**src/design/pfsa_pkg.sv**
```systemverilog
// Shared types and codes for the free page stack allocator.
`timescale 1ns / 1ps

package pfsa_pkg;

	// Request modes.
	localparam logic [1:0] MODE_ADD_REGION = 2'd0;
	localparam logic [1:0] MODE_ALLOC      = 2'd1;
	localparam logic [1:0] MODE_FREE       = 2'd2;

	// Result status codes.
	localparam logic [2:0] STAT_OK             = 3'd0;
	localparam logic [2:0] STAT_NO_PAGES       = 3'd1;
	localparam logic [2:0] STAT_MISALIGNED     = 3'd2;
	localparam logic [2:0] STAT_NONE_ALLOCATED = 3'd3;
	localparam logic [2:0] STAT_TABLE_FULL     = 3'd4;

	// Request word.
	typedef struct packed {
		logic [1:0]  mode;
		logic [31:0] region_base;
		logic [31:0] region_bytes;
		logic [31:0] page_address;
	} pfsa_req_t;

	// Response word.
	typedef struct packed {
		logic [31:0] alloc_address;
		logic [2:0]  status;
		logic [12:0] pages_available;
	} pfsa_rsp_t;

endpackage

```
**src/design/pfsa_ctrl.sv**
```systemverilog
// Allocator sequencer: keeps the page counts and drives the table accesses.
`timescale 1ns / 1ps

module pfsa_ctrl import pfsa_pkg::*; #(
	parameter int TABLE_DEPTH = 4096,
	parameter int PAGE_SHIFT  = 12,
	parameter int ADDR_BITS   = 32
) (
	input  logic                           clk,
	input  logic                           arst_n,
	input  logic                           req_valid,
	output logic                           req_stall,
	input  pfsa_req_t                      req,
	output logic                           res_valid,
	input  logic                           res_ready,
	output pfsa_rsp_t                      res,
	output logic                           tbl_wr_en,
	output logic [$clog2(TABLE_DEPTH)-1:0] tbl_wr_idx,
	output logic [ADDR_BITS-1:0]           tbl_wr_data,
	output logic                           tbl_rd_en,
	output logic [$clog2(TABLE_DEPTH)-1:0] tbl_rd_idx,
	input  logic [ADDR_BITS-1:0]           tbl_rd_data
);

	localparam int IW   = $clog2(TABLE_DEPTH);
	localparam int CW   = $clog2(TABLE_DEPTH + 1);
	localparam int NW   = 33 - PAGE_SHIFT;
	localparam int CMPW = (NW > CW) ? NW : CW;

	typedef enum logic [1:0] {S_IDLE, S_FILL, S_READ, S_DONE} state_t;

	state_t              state_q;
	logic [CW-1:0]       total_q;
	logic [CW-1:0]       alloc_q;
	logic [CW-1:0]       fill_cnt_q;
	logic [ADDR_BITS-1:0] fill_addr_q;
	logic [31:0]         res_addr_q;
	logic [2:0]          res_status_q;

	logic                accept;
	logic [NW-1:0]       needed;
	logic [CMPW-1:0]     needed_w;
	logic [CMPW-1:0]     room_w;
	logic [CMPW-1:0]     fill_count;
	logic                misaligned;
	logic [CW-1:0]       alloc_dec;
	logic [ADDR_BITS-1:0] page_step;

	assign req_stall = (state_q != S_IDLE);
	assign accept    = req_valid && (state_q == S_IDLE);

	// Pages the region asks for, rounded up, against the room left in the table.
	assign needed     = NW'(req.region_bytes >> PAGE_SHIFT)
	                  + NW'(|req.region_bytes[PAGE_SHIFT-1:0]);
	assign needed_w   = CMPW'(needed);
	assign room_w     = CMPW'(CW'(TABLE_DEPTH) - total_q);
	assign fill_count = (needed_w < room_w) ? needed_w : room_w;

	assign misaligned = |req.page_address[PAGE_SHIFT-1:0];
	assign alloc_dec  = alloc_q - CW'(1);
	assign page_step  = ADDR_BITS'(1) << PAGE_SHIFT;

	// Table writes come from a region fill or from an accepted free.
	always_comb begin
		tbl_wr_en   = 1'b0;
		tbl_wr_idx  = total_q[IW-1:0];
		tbl_wr_data = fill_addr_q;
		if (state_q == S_FILL) begin
			tbl_wr_en = 1'b1;
		end else if (accept && req.mode == MODE_FREE && !misaligned && alloc_q != '0) begin
			tbl_wr_en   = 1'b1;
			tbl_wr_idx  = alloc_dec[IW-1:0];
			tbl_wr_data = ADDR_BITS'(req.page_address);
		end
	end

	// An allocation with a free entry left reads that entry.
	assign tbl_rd_en  = accept && req.mode == MODE_ALLOC && alloc_q < total_q;
	assign tbl_rd_idx = alloc_q[IW-1:0];

	// The result leaves straight from the read data, or from the held result.
	always_comb begin
		res_valid           = (state_q == S_READ) || (state_q == S_DONE);
		res.alloc_address   = res_addr_q;
		res.status          = res_status_q;
		res.pages_available = 13'(total_q - alloc_q);
		if (state_q == S_READ) begin
			res.alloc_address = 32'(tbl_rd_data);
			res.status        = STAT_OK;
		end
	end

	// Sequencer, page counts and held result.
	always_ff @(posedge clk or negedge arst_n) begin
		if (!arst_n) begin
			state_q      <= S_IDLE;
			total_q      <= '0;
			alloc_q      <= '0;
			fill_cnt_q   <= '0;
			fill_addr_q  <= '0;
			res_addr_q   <= '0;
			res_status_q <= STAT_OK;
		end else begin
			unique case (state_q)
				S_IDLE: begin
					if (accept) begin
						res_addr_q   <= '0;
						res_status_q <= STAT_OK;
						state_q      <= S_DONE;
						unique case (req.mode)
							MODE_ADD_REGION: begin
								fill_cnt_q  <= CW'(fill_count);
								fill_addr_q <= ADDR_BITS'(req.region_base);
								if (needed_w > room_w) begin
									res_status_q <= STAT_TABLE_FULL;
								end
								if (fill_count != '0) begin
									state_q <= S_FILL;
								end
							end
							MODE_ALLOC: begin
								if (alloc_q < total_q) begin
									alloc_q <= alloc_q + CW'(1);
									state_q <= S_READ;
								end else begin
									res_status_q <= STAT_NO_PAGES;
								end
							end
							MODE_FREE: begin
								if (misaligned) begin
									res_status_q <= STAT_MISALIGNED;
								end else if (alloc_q == '0) begin
									res_status_q <= STAT_NONE_ALLOCATED;
								end else begin
									alloc_q <= alloc_dec;
								end
							end
							default: begin
							end
						endcase
					end
				end
				S_FILL: begin
					// One page appended per cycle.
					total_q     <= total_q + CW'(1);
					fill_addr_q <= fill_addr_q + page_step;
					fill_cnt_q  <= fill_cnt_q - CW'(1);
					if (fill_cnt_q == CW'(1)) begin
						state_q <= S_DONE;
					end
				end
				S_READ: begin
					// Keep the read word in case the output side is busy.
					res_addr_q   <= 32'(tbl_rd_data);
					res_status_q <= STAT_OK;
					state_q      <= res_ready ? S_IDLE : S_DONE;
				end
				S_DONE: begin
					if (res_ready) begin
						state_q <= S_IDLE;
					end
				end
				default: begin
					state_q <= S_IDLE;
				end
			endcase
		end
	end

endmodule

```
**config.mk**
```make
export PLATFORM = sky130hd
export DESIGN_NAME = pfsa_ctrl
export DESIGN_NICKNAME = d
export VERILOG_FILES = /design/src/design/pfsa_pkg.sv /design/src/design/pfsa_ctrl.sv
export SDC_FILE = /design/constraint.sdc
export NUM_CORES = 1
export LEC_CHECK = 0
export ABC_AREA = 1
export BUFFER_PORTS_ARGS = -buffer_cell sky130_fd_sc_hd__clkbuf_2
export CORE_MARGIN = 4
export CORE_UTILIZATION = 30
export CTS_CLUSTER_SIZE = 16
export DETAILED_ROUTE_END_ITERATION = 12
export GPL_TIMING_DRIVEN = 0
export PLACE_DENSITY = 0.5
export SYNTH_ARGS = -nofsm -noshare
export SYNTH_HDL_FRONTEND = slang
export SYNTH_SLANG_ARGS = --single-unit
```
**constraint.sdc**
```tcl
create_clock -name clk -period 8.3 [get_ports clk]
set_input_delay 1.66 -clock clk [delete_from_list [all_inputs] [get_ports clk]]
set_output_delay 1.66 -clock clk [all_outputs]
set_load 0.02 [all_outputs]
```
==> impl_metrics.tcl, run 1 <==
set metrics [dict create \
    cts_resized 0 \
    synth_area_mm2 0.008571 \
    start_util_pct 30.60 \
    synth.ff_latch_count 108 \
    crit_slowest_cell "and3_1" \
    path_max_fanout 10 \
    p_per_area_mw_per_mm2 334.0 \
    root_buffer "clkbuf_16" \
    startpoint "req[8]" \
    crit_path_start_kind "primary input" \
    routed_wl_um 28110 \
    r2r_start "total_q[6]" \
    vdd_ir_drop_max_mv 0.1694 \
    synth_fp_nets 1415 \
    fin_nets 1668 \
    status "finished, final reports clean" \
    yosys_warnings 0 \
    port_buffers 241 \
    cts_tree "done" \
    ys_async_sr_fraction_pct 100.0 \
    hold_viol_final 0 \
    die_h_um 177.0 \
    clock_skew_ns 0.01065 \
    grt_pass1_vias 8221 \
    die_w_um 177.0 \
    vias_per_cell 4.602 \
    maxSlewViolCount 0 \
    fp-row-count 61 \
    cts.sinks 108 \
    cts.clk_slew.worst_paths_ns 0.07 \
    core_mm2 0.02801 \
    syn_avg_cell_area_um2 6.929 \
    hold_path_class "register to register" \
    htree_levels 3 \
    grt_pass1_wl_um 43700 \
    hp-start "alloc_q[12]" \
    diodes 0 \
    grt_setup_unrepaired "no" \
    slew_headroom_pct 48.98 \
    vias 8620 \
    area_growth_pct 23.43 \
    drv_cap 0 \
    clk_latency_ns 0.36 \
    finalCritPeriodShare_pct 64.66 \
    fin_util_pct 37.77 \
    grt.total_usage_pct 17.44 \
    period_needed_ns 5.366 \
    gp_congestion 0.8786 \
    die-area_mm2 0.03134 \
    io_pins 242 \
    holdWs_ns 0.4846 \
    postRouteAntennaNets 0 \
    routedWlPerCell_um 15.01 \
    cts_buffer_depth 2 \
    fin_setup_tns_ns 0 \
    critPathKind "primary input to primary output" \
    synthFlopType "dfrtp_1" \
    cts_hold_buf 0 \
    layout_commonest_cell "nand2_1" \
    grt_overflow 0 \
    seq_area_frac_synth_pct 31.53 \
    p_leak_uw 0.005287 \
    dpl.hpwl_um 23500 \
    numCtsBuffers 9 \
    max_stage_delay_ns 0.32 \
    arrival_ns 3.71 \
    p_total_uw 3533 \
    worst_setup_path_end_kind "primary output" \
    worstPathRequired_ns 6.64 \
    fmax_mhz 186.3 \
    synth_cell_type_count 52 \
    layout.cells.most_common_list "nand2_1, clkbuf_2, inv_1" \
    drtPass1Iterations 4 \
    grt_max_degree 61 \
    synthCells 1237 \
    postCtsSetupBuffers 0 \
    synth-edff-count 0 \
    worst_pin_slew_ns 0.7556 \
    drive_gt1_share_pct 23.28 \
    initialDrtViolationCount 455 \
    setup_viol 0 \
    path_cells "clkbuf_2, nor4_1, and3_1, nand2_1, nor2_2, buf_4, buf_2, nand2_1, o21ai_0, clkbuf_2" \
    antenna_found_initial 0 \
    drc 0 \
    num-fill-cells 3054 \
]
## stage by stage
| stage | area (um^2) | setup WS, ns | instances |
|---|---|---|---|
| 6_report | 10580 | 2.934 | 1873 |
| 5_1_grt | 10580 | 2.753 | 1873 |
| 4_1_cts | 10580 | 2.857 | 1873 |
| 3_5_place_dp | 10290 | 2.877 | 1857 |
| 3_3_place_gp | 10250 | 2.865 | 1856 |
| 2_1_floorplan | 8571 | 3.620 | 1237 |
## cell usage after synthesis, types with 8 or more instances
cell type,instances,area share [%]
o21ai_1,23,1.3
a21oi_1,42,2.5
clkbuf_1,27,1.2
xor2_1,55,5.6
nand3_1,40,2.3
ha_1,43,6.3
nor2_1,109,4.8
nand4_1,20,1.5
inv_2,19,0.83
xnor2_1,10,1.0
dfrtp_1,108,32
nor3_1,21,1.2
nand2_1,286,13
nor2_2,11,0.80
o211ai_1,8,0.70
inv_1,162,7.1
buf_4,13,1.1
o21ai_0,140,8.2
nor4_1,8,0.58
## worst max-delay path, delay by kind of cell
family                 cells  cell delay (ns)
AND/OR/NAND/NOR            5             1.04
buffers and inverters      4             0.89
AO/OA/AOI/OAI              1             0.12
## state kept, by name (all words and copies together) (netlist names)
| name | flops |
|---|---|
| fill_addr_q | 32 |
| res_status_q | 3 |
| state_q | 2 |
| alloc_q | 13 |
| res_addr_q | 32 |
| fill_cnt_q | 13 |
| total_q | 13 |
## final cells by class
cell class | instances | area (um^2) | area share, %
Tap cell | 378 | 473.0 | 4.471
Sequential cell | 108 | 2703 | 25.55
Buffer | 52 | 286.5 | 2.708
Clock buffer | 9 | 225.2 | 2.129
Inverter | 185 | 694.4 | 6.564
Multi-Input combinational cell | 892 | 4887 | 46.20
Clock inverter | 7 | 67.56 | 0.6387
Timing Repair Buffer | 242 | 1242 | 11.74
## per-layer routing
metal  part of all wire, %  track usage [%]  vias to the layer above
met5                     0                0                        -
met4                   1.6            4.255                        0
met3                   5.0            2.115                       24
met2                    47            29.41                      227
met1                    46            23.91                     3870
li1                      -                -                     4499
## kinds of logic (layout without fill, tap and decap cells)
family,after synthesis,after routing,synth area share (%)
xor gates and xnor gates,66,66,6.832
buffers and inverters,237,495,11.45
AOI/OAI and AO/OA,249,249,15.84
adders and majority gates,44,44,6.511
and+or+nand+nor,533,533,27.84
DFF,108,108,31.53
## final timing paths
kind	to	slack, ns	depth (start not counted)
max	tbl_wr_data[16]	2.93	10
min	alloc_q[12]	0.48	1
max reg2reg	state_q[1]	4.81	22
min reg2reg	alloc_q[12]	0.48	1
max in group asynchronous	fill_addr_q[22]	6.42	2
min in group asynchronous	res_addr_q[28]	1.24	1
## report_power, final
part	switching (uW)	internal, uW
clock network	225	212
registers	158	743
logic	1470	723
total	1860	1680
(Power assumes the default switching activity.)
==> run 2: changes to the inputs <==
Settings changed: ABC_AREA 1 to 0, PLACE_DENSITY 0.5 to 0.52.
Clock period 8.3 ns to 4.5 ns, I/O delays scaled along.
==> run 2 against run 1 <==
Net effect: register-to-register slack got worse by 4.4 ns; synthesized cell count fell by 25%; global-route usage decreased by 0.99 points; hold slack got worse by 0.16 ns; area after synthesis fell by 6.1%; clock power up 88%; final area is 5.2% lower; total power rose by 50%; first-iteration DRC count is 7.3% higher; critical path depth is 1 lower; critical endpoint is now tbl_wr_idx[0]; largest cell class unchanged.
==> impl_metrics.tcl, run 2 <==
set metrics [dict create \
    status "finished, final reports clean" \
    arrival_ns 3.43 \
    setup_viol 0 \
    cts.sinks 108 \
    die-area_mm2 0.02952 \
    finalCritPeriodShare_pct 96.31 \
    clk_latency_ns 0.36 \
    postRouteAntennaNets 0 \
    start_util_pct 30.72 \
    ys_top_cells_by_area "dfrtp_1, mux2_2, ha_1" \
    synth_top_family_by_area "simple AND/OR/NAND/NOR gates" \
    cts_buffer_depth 2 \
    maxSlewViolCount 0 \
    io_pins 242 \
    grt.total_usage_pct 16.45 \
    synthCells 933 \
    synth_cell_type_count 66 \
    grt_setup_unrepaired "no" \
    comb_power_share_pct 55.1 \
    synth_xor_area_share_pct 8.051 \
    layout_commonest_cell "clkbuf_2" \
    synth.ff_latch_count 108 \
    ys_async_sr_fraction_pct 100.0 \
    critPathKind "primary input to primary output" \
    synthSimpleGateAreaFrac_pct 24.31 \
    drv_cap 0 \
    layout.cells.most_common_list "clkbuf_2, nand2_1, dfrtp_1" \
    grt_pass1_vias 7110 \
    core_mm2 0.02621 \
    die_w_um 171.8 \
    synth_fp_nets 1111 \
    initialDrtViolationCount 488 \
    crit_path_start_kind "primary input" \
    routedWlPerCell_um 16.60 \
    p_leak_uw 0.004757 \
    seq_area_frac_synth_pct 33.57 \
    die_h_um 171.8 \
    area_growth_pct 24.62 \
    yosys_warnings 0 \
    clock_skew_ns 0.01313 \
    synth_most_common_cell "nand2_1" \
    routed_wl_um 25320 \
    port_buffers 238 \
    synth_area_mm2 0.008050 \
    cts_tree "done" \
    htree_levels 3 \
    fp-row-count 59 \
    fin_nets 1363 \
    syn_avg_cell_area_um2 8.628 \
    synthAdderAreaFrac_pct 6.932 \
    synth-edff-count 0 \
    final_cell_area_mm2 0.01003 \
    vias 7544 \
    vdd_ir_drop_max_mv 0.1926 \
    seqPwrFrac_pct 29.3 \
    yosys.area.top_type "dfrtp_1" \
    diodes 0 \
    worstPathRequired_ns 3.60 \
    numCtsBuffers 9 \
    grt_pass1_wl_um 38540 \
    slew_headroom_pct 34.17 \
    drive_gt1_share_pct 28.82 \
    placedCellCount 1507 \
    grt_max_degree 108 \
    intPower_uw 2852 \
    drtPass1Iterations 6 \
    root_buffer "clkbuf_16" \
    synth_compound_area_share_pct 12.29 \
    vias_per_cell 4.947 \
    grt_overflow 0 \
    drc 0 \
    dpl.hpwl_um 20410 \
    clock_power_share_pct 15.5 \
    synth_top_area_share_pct 33.57 \
    period_needed_ns 4.334 \
    p_per_area_mw_per_mm2 527.3 \
    gp_congestion 0.8407 \
    worst_pin_slew_ns 0.9799 \
    reg_top3 "fill_addr_q x32, res_addr_q x32" \
    switchingPower_uw 2438 \
    layout.cells.non_filler 1525 \
    cts.clk_slew.worst_paths_ns 0.08 \
    synthFlopType "dfrtp_1" \
    path_max_fanout 10 \
    place_area_mm2 0.009697 \
    muxShareOfSynthArea_pct 9.170 \
    fmax_mhz 230.7 \
    hold_path_class "primary input to asynchronous set/reset pin" \
    antenna_found_initial 0 \
    hold_viol_final 0 \
    switching_share_pct 46.09 \
    netlist_top_cells_count "nand2_1, dfrtp_1, nor2_1, xnor2_1, mux2_2" \
    worst_setup_path_end_kind "primary output" \
]
==> run 2: cell types whose count changed in the layout (fill, tap and decap cells not counted), moves of 14 or more <==
cell,change
clkbuf_1,+14
xnor2_1,+46
inv_1,-121
mux2_2,+54
inv_2,-19
and3_1,+17
o21ai_0,-100
a21oi_1,-14
nand2_1,-169
o21ai_1,-23
and2_1,+47
xor2_1,-37
nor2_1,-46
==> run 2: metal layers <==
layer | up-vias | GRT usage (%) | wire [um]
li1 | 3781 | - | -
met1 | 3510 | 22.87 | 11640
met2 | 228 | 26.87 | 11760
met3 | 25 | 2.390 | 1483
met4 | 0 | 4.409 | 433
met5 | - | 0 | 0
==> run 2: final cells by class <==
type                       instances  area [um^2]
fill                            2803        16170
multi-input combinational        721         4908
sequential                       108         2704
timing repair buffer             241         1242
tap                              335        419.2
buffer                            63        302.8
clock buffer                      10        239.0
inverter                          41        153.9
clock inverter                     6        62.56
==> run 2: timing repair <==
action / CTS / global route
pin swaps: 0 / 1
hold buffers: 0 / 0
setup buffers: 0 / 2
gates resized for setup: 3 / 3
endpoints found under the setup margin: 16 / 12
==> run 2: through the flow <==
stage          utilization (%)  power [uW]  hold WS [ns]  TNS, ns  setup WS [ns]
3_5_place_dp             37.00        4492        0.4548   -4.111        -0.3905
4_1_cts                  38.18        5343        0.3038        0        0.03368
5_1_grt                  38.28        5716        0.3026        0        0.06313
3_3_place_gp             36.86        4460        0.4497   -3.712        -0.3680
2_1_floorplan                -        3512        0.4374        0         0.3654
6_report                 38.28        5290        0.3239        0         0.1659
==> run 2: worst max-delay path, cell delays in order <==
cell	delay [ns]
clkbuf_2	0.20
nor2b_2	0.37
nand4_1	0.24
a31oi_1	0.33
nand2_1	0.14
buf_2	0.24
clkbuf_1	0.29
o21ai_0	0.46
clkbuf_2	0.25
==> run 2: power by group through the flow <==
stage	clock network (uW)	logic, uW	registers, uW
after floorplan	0	2030	1480
after global placement	0	2900	1560
after detailed placement	0	2920	1570
after CTS	854	2940	1550
after global routing	891	3220	1600
final	822	2920	1550
==> run 2: worst paths after layout <==
kind	cells after the start	end	start	slack, ns
worst max-delay path	9	tbl_wr_idx[0]	req[97]	0.17
worst min-delay path	1	res_addr_q[16]	arst_n	0.32
worst max register to register	13	fill_cnt_q[4]	total_q[3]	0.37
worst min register to register	2	fill_addr_q[5]	fill_addr_q[5]	0.47
max in group asynchronous	2	total_q[0]	arst_n	3.44
min in group clk	2	fill_addr_q[5]	fill_addr_q[5]	0.47
==> run 2: logic make-up after synthesis <==
kind of cell,after synthesis
and+or+nand+nor,388
AOI/OAI and AO/OA,148
DFF,108
buffers and inverters,104
xor gates and xnor gates,74
muxes,67
adders and majority gates,44
